[config.mk]
export PLATFORM = sky130hd
export DESIGN_NAME = token_hash_sparse_encoder_flat
export DESIGN_NICKNAME = d
export VERILOG_FILES = /design/src/rtl/tse_pkg.sv /design/src/rtl/tse_if.sv /design/src/rtl/tse_tokenizer.sv /design/src/rtl/tse_mod_reduce.sv /design/src/rtl/token_hash_sparse_encoder.sv /design/src/flat_wrapper.sv
export SDC_FILE = /design/constraint.sdc
export NUM_CORES = 2
export LEC_CHECK = 0
export BUFFER_PORTS_ARGS = -buffer_cell sky130_fd_sc_hd__buf_2
export CORE_ASPECT_RATIO = 0.8
export CORE_MARGIN = 1
export CORE_UTILIZATION = 45
export DETAILED_ROUTE_END_ITERATION = 6
export MAX_ROUTING_LAYER = met4
export PLACE_DENSITY = 0.63
export SLEW_MARGIN = 10
export SYNTH_ARGS = -nofsm -noshare
export SYNTH_HDL_FRONTEND = slang
export SYNTH_SLANG_ARGS = --single-unit
[constraint.sdc]
create_clock -name clk -period 5.8 [get_ports clk]
set_input_delay 1.16 -clock clk [delete_from_list [all_inputs] [get_ports clk]]
set_output_delay 1.16 -clock clk [all_outputs]
set_load 0.01 [all_outputs]
[src/rtl/tse_pkg.sv]
// Shared constants and types for the token hash sparse encoder.
// Used by the tokenizer, the remainder pipeline and the top level.
package tse_pkg;

	localparam logic [31:0] FNV_BASIS = 32'd2166136261;
	localparam logic [31:0] FNV_PRIME = 32'd16777619;
	localparam int unsigned VOCAB_SIZE_DEF = 30522;

	localparam int unsigned TERM_ID_W = 15;
	localparam int unsigned WEIGHT_W = 16;
	localparam logic [WEIGHT_W-1:0] WEIGHT_MAX = '1;

	typedef struct packed {
		logic [31:0]         hash;
		logic [WEIGHT_W-1:0] length;
		logic                term;
		logic                eot;
	} tse_token_t;

endpackage

[src/rtl/tse_if.sv]
// Stream interfaces for the token hash sparse encoder: text bytes in, terms out.
// Depends on nothing; the widths follow the field definitions of the block.
interface tse_byte_if;
	logic       valid;
	logic       ready;
	logic [7:0] text_byte;
	logic       last_byte;

	modport source(output valid, text_byte, last_byte, input ready);
	modport sink(input valid, text_byte, last_byte, output ready);
endinterface

interface tse_term_if;
	logic        valid;
	logic        ready;
	logic [14:0] term_id;
	logic [15:0] token_weight;
	logic        term_valid;
	logic        end_of_text;

	modport source(output valid, term_id, token_weight, term_valid, end_of_text, input ready);
	modport sink(input valid, term_id, token_weight, term_valid, end_of_text, output ready);
endinterface

[src/rtl/tse_tokenizer.sv]
// Input register, token state and FNV-1a hash update; emits finished tokens.
// Depends on tse_pkg and tse_byte_if.
module tse_tokenizer (
	input  logic                clk,
	input  logic                arst_n,
	tse_byte_if.sink            text,
	output logic                tok_valid,
	input  logic                tok_ready,
	output tse_pkg::tse_token_t tok
);
	import tse_pkg::*;

	logic        v_s1;
	logic [7:0]  byte_s1;
	logic        last_s1;
	logic [31:0] hash_q;
	logic [WEIGHT_W-1:0] len_q;
	logic        inside_q;

	logic        adv;
	logic        word;
	logic        upper;
	logic [7:0]  lower_byte;
	logic [31:0] base_hash;
	logic [31:0] new_hash;
	logic [WEIGHT_W-1:0] base_len;
	logic [WEIGHT_W-1:0] new_len;
	logic        emit;
	tse_token_t  result;

	assign adv        = !tok_valid || tok_ready;
	assign text.ready = !v_s1 || adv;

	always_comb begin
		word  = byte_s1 inside {[8'h30:8'h39], [8'h41:8'h5A], [8'h61:8'h7A]};
		upper = byte_s1 inside {[8'h41:8'h5A]};
		lower_byte = upper ? (byte_s1 | 8'h20) : byte_s1;
		base_hash  = inside_q ? hash_q : FNV_BASIS;
		base_len   = inside_q ? len_q : '0;
		new_hash   = (base_hash ^ {24'd0, lower_byte}) * FNV_PRIME;
		new_len    = (base_len == WEIGHT_MAX) ? base_len : base_len + 1'b1;
	end

	always_comb begin
		emit          = 1'b0;
		result.hash   = hash_q;
		result.length = len_q;
		result.term   = 1'b0;
		result.eot    = last_s1;
		if (word) begin
			emit          = last_s1;
			result.hash   = new_hash;
			result.length = new_len;
			result.term   = 1'b1;
		end else if (inside_q) begin
			emit        = 1'b1;
			result.term = 1'b1;
		end else begin
			emit          = last_s1;
			result.length = '0;
		end
	end

	always_ff @(posedge clk or negedge arst_n) begin
		if (!arst_n) begin
			v_s1 <= 1'b0;
		end else if (text.ready) begin
			v_s1 <= text.valid;
		end
	end

	always_ff @(posedge clk) begin
		if (text.ready && text.valid) begin
			byte_s1 <= text.text_byte;
			last_s1 <= text.last_byte;
		end
	end

	always_ff @(posedge clk or negedge arst_n) begin
		if (!arst_n) begin
			hash_q   <= FNV_BASIS;
			len_q    <= '0;
			inside_q <= 1'b0;
		end else if (v_s1 && adv) begin
			if (word && !last_s1) begin
				hash_q   <= new_hash;
				len_q    <= new_len;
				inside_q <= 1'b1;
			end else if (emit) begin
				hash_q   <= FNV_BASIS;
				len_q    <= '0;
				inside_q <= 1'b0;
			end
		end
	end

	always_ff @(posedge clk or negedge arst_n) begin
		if (!arst_n) begin
			tok_valid <= 1'b0;
		end else if (adv) begin
			tok_valid <= v_s1 && emit;
		end
	end

	always_ff @(posedge clk) begin
		if (adv && v_s1 && emit) begin
			tok <= result;
		end
	end

endmodule

[src/rtl/tse_mod_reduce.sv]
// Three-stage pipeline that reduces a token hash modulo the vocabulary size
// by reciprocal multiplication and one correction. Depends on tse_pkg and tse_term_if.
module tse_mod_reduce #(
	parameter int unsigned VOCAB_SIZE = tse_pkg::VOCAB_SIZE_DEF
) (
	input  logic                clk,
	input  logic                arst_n,
	input  logic                tok_valid,
	output logic                tok_ready,
	input  tse_pkg::tse_token_t tok,
	tse_term_if.source          terms
);
	import tse_pkg::*;

	localparam int unsigned LOG_V = $clog2(VOCAB_SIZE);
	localparam int unsigned SHIFT = 32 + LOG_V;
	localparam int unsigned QW = 33 - LOG_V;
	localparam int unsigned RW = LOG_V + 1;
	localparam logic [63:0] RECIP_FULL = (64'd1 << SHIFT) / 64'(VOCAB_SIZE);
	localparam logic [32:0] RECIP = RECIP_FULL[32:0];
	localparam logic [RW-1:0] VOCAB_R = RW'(VOCAB_SIZE);
	localparam logic [31:0] VOCAB_32 = 32'(VOCAB_SIZE);

	logic          v_s3;
	logic [QW-1:0] q_s3;
	logic [31:0]   hash_s3;
	logic [WEIGHT_W-1:0] len_s3;
	logic          term_s3;
	logic          eot_s3;

	logic          v_s4;
	logic [RW-1:0] r_s4;
	logic [WEIGHT_W-1:0] len_s4;
	logic          term_s4;
	logic          eot_s4;

	logic          en_out;
	logic          en_s4;
	logic [64:0]   prod;
	logic [31:0]   qv;
	logic [31:0]   r_full;
	logic [RW-1:0] rem;
	logic [RW+TERM_ID_W-1:0] rem_ext;

	assign en_out    = !terms.valid || terms.ready;
	assign en_s4     = !v_s4 || en_out;
	assign tok_ready = !v_s3 || en_s4;

	assign prod    = 65'(tok.hash) * 65'(RECIP);
	assign qv      = 32'(q_s3) * VOCAB_32;
	assign r_full  = hash_s3 - qv;
	assign rem     = (r_s4 >= VOCAB_R) ? r_s4 - VOCAB_R : r_s4;
	assign rem_ext = (RW + TERM_ID_W)'(rem);

	always_ff @(posedge clk or negedge arst_n) begin
		if (!arst_n) begin
			v_s3        <= 1'b0;
			v_s4        <= 1'b0;
			terms.valid <= 1'b0;
		end else begin
			if (tok_ready) begin
				v_s3 <= tok_valid;
			end
			if (en_s4) begin
				v_s4 <= v_s3;
			end
			if (en_out) begin
				terms.valid <= v_s4;
			end
		end
	end

	always_ff @(posedge clk) begin
		if (tok_ready && tok_valid) begin
			q_s3    <= prod[SHIFT +: QW];
			hash_s3 <= tok.hash;
			len_s3  <= tok.length;
			term_s3 <= tok.term;
			eot_s3  <= tok.eot;
		end
		if (en_s4 && v_s3) begin
			r_s4    <= r_full[RW-1:0];
			len_s4  <= len_s3;
			term_s4 <= term_s3;
			eot_s4  <= eot_s3;
		end
		if (en_out && v_s4) begin
			terms.term_id      <= term_s4 ? rem_ext[TERM_ID_W-1:0] : '0;
			terms.token_weight <= term_s4 ? len_s4 : '0;
			terms.term_valid   <= term_s4;
			terms.end_of_text  <= eot_s4;
		end
	end

endmodule

[src/rtl/token_hash_sparse_encoder.sv]
// Top level of the token hash sparse encoder: tokenizer followed by the remainder pipeline.
// Depends on tse_pkg, tse_if, tse_tokenizer and tse_mod_reduce.
//
// Usage:
// - text (tse_byte_if sink) takes one byte of text per transfer, with last_byte set
//   on the final byte. Letters and digits build tokens; any other byte ends one.
// - terms (tse_term_if source) gives one transfer per finished token, and one of its own
//   for a text that ends outside a token; term_valid tells whether a transfer carries a term.
// - A result passes the input byte register, the token register, the quotient and
//   remainder registers and the output register. One byte is taken per cycle unless
//   the output stalls, as the hash register folds one byte per clock in one constant multiply.
// - The hash remainder takes three pipeline stages: a reciprocal multiply, a multiply
//   and subtract, and one compare and subtract.
// - Reset clears the token state and all stage valid flags; no result is pending after it.
// - When the receiver stalls, the output register holds its result and the earlier
//   stages keep filling; text.ready falls only once every stage holds an item.
module token_hash_sparse_encoder #(
	parameter int unsigned VOCAB_SIZE = tse_pkg::VOCAB_SIZE_DEF
) (
	input  logic       clk,
	input  logic       arst_n,
	tse_byte_if.sink   text,
	tse_term_if.source terms
);
	import tse_pkg::*;

	logic       tok_valid;
	logic       tok_ready;
	tse_token_t tok;

	tse_tokenizer u_tokenizer (
		.clk       (clk),
		.arst_n    (arst_n),
		.text      (text),
		.tok_valid (tok_valid),
		.tok_ready (tok_ready),
		.tok       (tok)
	);

	tse_mod_reduce #(
		.VOCAB_SIZE (VOCAB_SIZE)
	) u_mod_reduce (
		.clk       (clk),
		.arst_n    (arst_n),
		.tok_valid (tok_valid),
		.tok_ready (tok_ready),
		.tok       (tok),
		.terms     (terms)
	);

endmodule

[src/flat_wrapper.sv]
// flat-port wrapper written by rule: the top's interface ports become plain ports
module token_hash_sparse_encoder_flat import tse_pkg::*;
#(
	parameter int unsigned VOCAB_SIZE = tse_pkg::VOCAB_SIZE_DEF
)
  (clk, arst_n, text_valid, text_text_byte, text_last_byte, text_ready, terms_valid, terms_term_id, terms_token_weight, terms_term_valid, terms_end_of_text, terms_ready);
  tse_byte_if text_i ();
  tse_term_if terms_i ();
  input  logic clk;
  input  logic arst_n;
  input wire logic [$bits(text_i.valid)-1:0] text_valid;
  input wire logic [$bits(text_i.text_byte)-1:0] text_text_byte;
  input wire logic [$bits(text_i.last_byte)-1:0] text_last_byte;
  output wire logic [$bits(text_i.ready)-1:0] text_ready;
  output wire logic [$bits(terms_i.valid)-1:0] terms_valid;
  output wire logic [$bits(terms_i.term_id)-1:0] terms_term_id;
  output wire logic [$bits(terms_i.token_weight)-1:0] terms_token_weight;
  output wire logic [$bits(terms_i.term_valid)-1:0] terms_term_valid;
  output wire logic [$bits(terms_i.end_of_text)-1:0] terms_end_of_text;
  input wire logic [$bits(terms_i.ready)-1:0] terms_ready;
  assign text_i.valid = text_valid;
  assign text_i.text_byte = text_text_byte;
  assign text_i.last_byte = text_last_byte;
  assign text_ready = text_i.ready;
  assign terms_valid = terms_i.valid;
  assign terms_term_id = terms_i.term_id;
  assign terms_token_weight = terms_i.token_weight;
  assign terms_term_valid = terms_i.term_valid;
  assign terms_end_of_text = terms_i.end_of_text;
  assign terms_i.ready = terms_ready;
  token_hash_sparse_encoder #(.VOCAB_SIZE(VOCAB_SIZE)) u_core (.clk(clk), .arst_n(arst_n), .text(text_i), .terms(terms_i));
endmodule
Word level (Yosys, flattened, before mapping)

Index checks and enable logic that the tools add are counted.
Widths: inputs -> output; s select.

Logic and storage cells: 83
Register bits: 232
Input bits: 13
Output and inout bits: 35

Muxes and demuxes: 16
$add $sub $neg: 3
Equality and inequality tests: 1
Reductions and logical operators: 25
Bitwise gates (word level): 1
$lt $le $gt $ge: 7
$mul: 3

Operators with widths:

| cell                   | count |
|---|---|
| $mux 32                | 4 |
| $mux 16                | 4 |
| $mul 32x31->63 const B | 1 |
| $mul 32x25->32 const B | 1 |
| $xor 32x8->32          | 1 |
| $mul 18x14->15 const B | 1 |
| $mux 17                | 1 |
| $add 16x1->16 const B  | 1 |
| $eq 16x16->1 const B   | 1 |
| $ge 16x15->1 const B   | 1 |
| $ge 8x7->1 const B     | 2 |
| $le 8x7->1 const B     | 2 |
| $sub 16x16->16         | 1 |
| $mux 15                | 1 |
| $sub 15x15->15 const B | 1 |
| $logic_and 1x1->1      | 11 |
| $ge 8x6->1 const B     | 1 |
| $le 8x6->1 const B     | 1 |
| $logic_not 1->1        | 6 |
| $mux 6                 | 1 |
| $logic_or 1x1->1       | 5 |
| $mux 1                 | 5 |
| $reduce_bool 3->1      | 1 |
| $reduce_and 2->1       | 1 |
| $reduce_bool 2->1      | 1 |

Logic depth before layout (Yosys ltp)

Depth in word-level cells: 7
Gate-level depth with buffers: 28
Gate-level depth less buffers: 24

By module

From an unflattened synthesis, not the netlist that was laid out.

Cells, all modules: 3208
Area total of the unflattened synthesis: 33374.5 µm²

Modules (own cells, without submodules):

| module         | sequential area each (µm²) | area each (µm²) | instances | cells each |
|---|---|---|---|---|
| tse_mod_reduce | 3558.4                     | 22655.5         | 1         | 2144 |
| tse_tokenizer  | 3065.4                     | 10719.0         | 1         | 1064 |

Least setup slack after synthesis

OpenSTA, ideal clock, no wires.

Path type: flip-flop to flip-flop
Start: register u_core.u_tokenizer.tok[27] (netlist name)
End: register u_core.u_mod_reduce.q_s3[4], data pin
Setup slack: -0.549 ns
Library setup time: 0.257 ns
Data required time: 5.543 ns
Cell stages (with the launch flop): 20
Arrival time: 6.091 ns
Period minus slack after synthesis: 6.349 ns
Buffers on the path: 0
Path through: edfxtp_1 -> ha_1 -> fa_1 -> fa_1 -> inv_1 -> fa_1 -> fa_1 -> inv_1 -> fa_1 -> fa_1 -> fa_1 -> ha_1 -> a21o_1 -> a311oi_1 -> nor2_1 -> o311a_1 -> o21ai_0 -> o21ai_0 -> a31o_2 -> xor2_1

Word-level cells in the longest chain between the ends: 1

Ends and longest elaborated chain:

| what                             | line                 | RTL |
|---|---|---|
| $mul 32x31->63                   | tse_mod_reduce.sv:49 | `assign prod = 65'(tok.hash) * 65'(RECIP);` |
| via u_core.u_mod_reduce.prod[51] | tse_mod_reduce.sv:39 | `logic [64:0] prod;` |
| to (signal assigned)             | tse_mod_reduce.sv:75 | `q_s3 <= prod[SHIFT +: QW];` |
| to (decl)                        | tse_mod_reduce.sv:25 | `logic [QW-1:0] q_s3;` |

The timed path passes the listed nets, and every way through them passes these cells.
A chain may end at the register's enable or synchronous reset.

Final worst setup path

Start: register u_core.u_tokenizer.tok[30] (netlist name)
End: register u_core.u_mod_reduce.q_s3[8], data pin

Word-level cells in the longest chain between the ends: 1

Ends and longest elaborated chain:

| what                             | line |
|---|---|
| $mul 32x31->63                   | tse_mod_reduce.sv:49 |
| via u_core.u_mod_reduce.prod[55] | tse_mod_reduce.sv:39 |

The timed path passes the listed nets, and every way through them passes these cells.

==> run_results.csv <==
group,metric,value,unit
clock_network,clock_sinks,229,
global_route,grtUsageTotal,23.75,%
placement,dpl.hpwl,71800,um
logic_synthesis,synth_fp_nets,4229,
logic_synthesis,syn_area,0.03287,mm^2
timing,fin_crit_sh,111.2,%
finish,fin_cells,4574,
finish,final.fill_count,6249,
timing,clock.fmax,155.1,MHz
worst_setup_path,endpoint_kind,"register",
logic_synthesis,yosysWarnings,0,
worst_setup_path,critPathArrivalTime,6.78,ns
timing,hold_ws,0.4138,ns
route,vias,22771,
route,wl_per_cell,18.26,um
timing,post-route-min-period,6.447,ns
floorplanning,core_area,0.07223,mm^2
floorplanning,start_util,45.50,%
placement,place_inst,4456,
logic_synthesis,synth_edf_count,175,
worst_setup_path,worst-endpoint-required,6.13,ns
finish,syn2layout_area_growth,21.28,%
timing,slew-limit-headroom,35.72,%
logic_synthesis,synth_area_leader_cell,"fa_1",
clock_network,cts_tree,"yes",
worst_setup_path,crit_fanout,4,
global_route,grt_pass1_vias,23632,
route,firstDrtPassIters,5,
logic_synthesis,async_flop_share,23.58,%
route,routed_via_density,4.978,
global_route,grt_max_degree,55,
floorplanning,io-pin-count,48,
clock_network,holdBufCountCts,0,
timing,slew_viol_final,0,
logic_synthesis,synthDistinctLibCells,78,
logic_synthesis,ys_ff_latch,229,
route,postRouteWirelength,83520,um
clock_network,cts_buffer_depth,3,
placement,place.gp.congestion,1.011,
timing,setup_viol_count_final,48,
floorplanning,rows,88,
run_status,violations,"negative setup slack",
logic_synthesis,syn_area_per_cell,10.54,um^2
global_route,grt_remaining_overflow,0,
clock_network,cts-root-buf,"clkbuf_16",
route,ant_nets,0,
route,first_iter_violations,1386,
placement,numPortBuffers,47,
clock_network,cts_buffers,28,
timing,grt_setup_unrepaired,"yes",
global_route,grt_pass1_wl,132200,um
route,route.detailed.drc,0,
timing,fin_skew,0.03180,ns
logic_synthesis,synth_flop_cell,"edfxtp_1",
floorplanning,die_area,0.07413,mm^2
finish,final_nets,4718,
timing,tightest_slew,0.9622,ns
worst_setup_path,worstSetupPathType,"register to register",
worst_setup_path,start_kind,"register",
floorplanning,fp.dieH,243.7,um
logic_synthesis,ys_seq_area_share,20.15,%
logic_synthesis,ys_top_cells_by_area,"fa_1 (28%), ha_1 (24%), edfxtp_1 (16%), inv_1 (9.6%), dfrtp_1 (3.0%)",
logic_synthesis,synth.most_common_cell,"inv_1",
finish,drive_above_1_share,20.81,%
run,maxCapViolCount,0,
timing,fin_ws,-0.6468,ns
run_status,status,"finished with violations",
logic_synthesis,synth_top_area_share,28.38,%
floorplanning,die_w,304.2,um
timing,final-hold-violation-count,0,
logic_synthesis,yosys-top-cells-count,"inv_1 (844), ha_1 (632), fa_1 (466)",
hold_path,hp-class,"register to register",
global_route,antenna_found_initial,1,
clock_network,insertion_delay,0.59,ns
clock_network,clkTransAtPathRegs,0.06,ns
clock_network,htreeDepth,1,
logic_synthesis,synthCells,3118,
==> path summary, 6_finish.rpt <==
path	from	end	slack (ns)	cells after the start
min in group asynchronous	arst_n	u_core.u_mod_reduce.terms.valid	0.72	2
max reg2reg	u_core.u_tokenizer.tok[30]	u_core.u_mod_reduce.q_s3[8]	-0.65	18
max	u_core.u_tokenizer.tok[30]	u_core.u_mod_reduce.q_s3[8]	-0.65	18
min reg2reg	u_core.u_mod_reduce.hash_s3[0]	u_core.u_mod_reduce.r_s4[0]	0.41	0
max in group asynchronous	arst_n	u_core.u_tokenizer.hash_q[25]	4.52	2
min	u_core.u_mod_reduce.hash_s3[0]	u_core.u_mod_reduce.r_s4[0]	0.41	0
==> metal layers <==
layer  share of wire [%]  GRT usage [%]
met3                 7.6          6.211
met5                   0              -
met4                 1.3          3.389
met1                  49          34.25
met2                  42          34.04
==> logic make-up after synthesis <==
kind of cell	synth area share [%]
xor gates and xnor gates	3.064
muxes	0.3959
AOI/OAI and AO/OA	6.978
and+or+nand+nor	6.860
adders and majority gates	52.44
DFF	20.15
buffers and inverters	10.11
==> final cells by class <==
| type | instances | area, um^2 | share of cell area (%) |
|---|---|---|---|
| Inverter | 844 | 3168 | 7.948 |
| Timing Repair Buffer | 494 | 3704 | 9.291 |
| Antenna cell | 1 | 2.502 | 0.006278 |
| Clock buffer | 33 | 719.4 | 1.805 |
| Sequential cell | 229 | 6625 | 16.62 |
| Tap cell | 945 | 1182 | 2.966 |
| Multi-Input combinational cell | 2010 | 24250 | 60.84 |
| Clock inverter | 18 | 209.0 | 0.5242 |
==> sequential cells by signal, indices dropped and copies added (netlist names), 8 cells and up <==
| signal | flops |
|---|---|
| u_core.u_mod_reduce.hash_s3 | 16 |
| u_core.u_mod_reduce.len_s3 | 16 |
| u_core.u_mod_reduce.len_s4 | 16 |
| u_core.u_mod_reduce.q_s3 | 15 |
| u_core.u_mod_reduce.r_s4 | 16 |
| u_core.u_mod_reduce.terms.term_id | 15 |
| u_core.u_mod_reduce.terms.token_weight | 16 |
| u_core.u_tokenizer.byte_s1 | 8 |
| u_core.u_tokenizer.hash_q | 32 |
| u_core.u_tokenizer.len_q | 16 |
| u_core.u_tokenizer.tok | 50 |
==> metrics by stage <==
step,utilization [%],worst slack [ns],area [um^2],setup TNS (ns)
global placement,51.76,-0.8116,37390,-17.05
CTS,54.12,-0.6130,39090,-14.83
finish,55.19,-0.6468,39860,-18.65
global route,55.19,-0.8979,39860,-28.38
floorplan,-,-0.4079,33230,-4.716
detailed placement,51.76,-0.8888,37390,-20.49
==> cells in the final DEF, fill, tap and decap left out, types with 17 or more instances in the layout <==
cell,netlist,layout
nor2_1,68,64
ha_1,632,573
dfrtp_1,40,39
xnor2_1,83,73
or3_1,19,17
nand2b_1,25,24
fa_1,466,449
and2_1,46,45
buf_6,1,20
ha_2,0,17
nor3_1,23,20
o21ai_1,8,22
fa_2,0,17
o21ai_0,75,57
nand4_1,20,20
buf_2,6,47
clkbuf_16,0,28
inv_1,844,836
xor2_1,32,27
nor2b_1,26,25
nand2_1,132,122
nand3_1,31,27
ha_4,0,42
buf_4,2,424
edfxtp_1,175,175
a21oi_1,77,63
a21o_1,37,37
==> critical path: stages, from the launching register on <==
cell	delay, ns
edfxtp_1	0.52
ha_4	0.33
fa_1	0.43
fa_1	0.52
inv_1	0.06
fa_1	0.49
inv_1	0.05
fa_1	0.50
fa_2	0.56
fa_2	0.44
fa_2	0.54
ha_2	0.28
a311oi_2	0.24
nor2_1	0.07
o311a_1	0.38
o211ai_2	0.26
nand4_1	0.21
a31oi_1	0.21
xnor2_1	0.10
==> what timing repair did <==
action,4_1_cts,5_1_grt
setup buffers,34,37
resized for setup,108,93
setup endpoints to repair,47,52
pin swaps,71,111
Power is left out: the tool's default activity adds up to more than one toggle a clock period on the data nets, which glitch-free logic cannot reach.
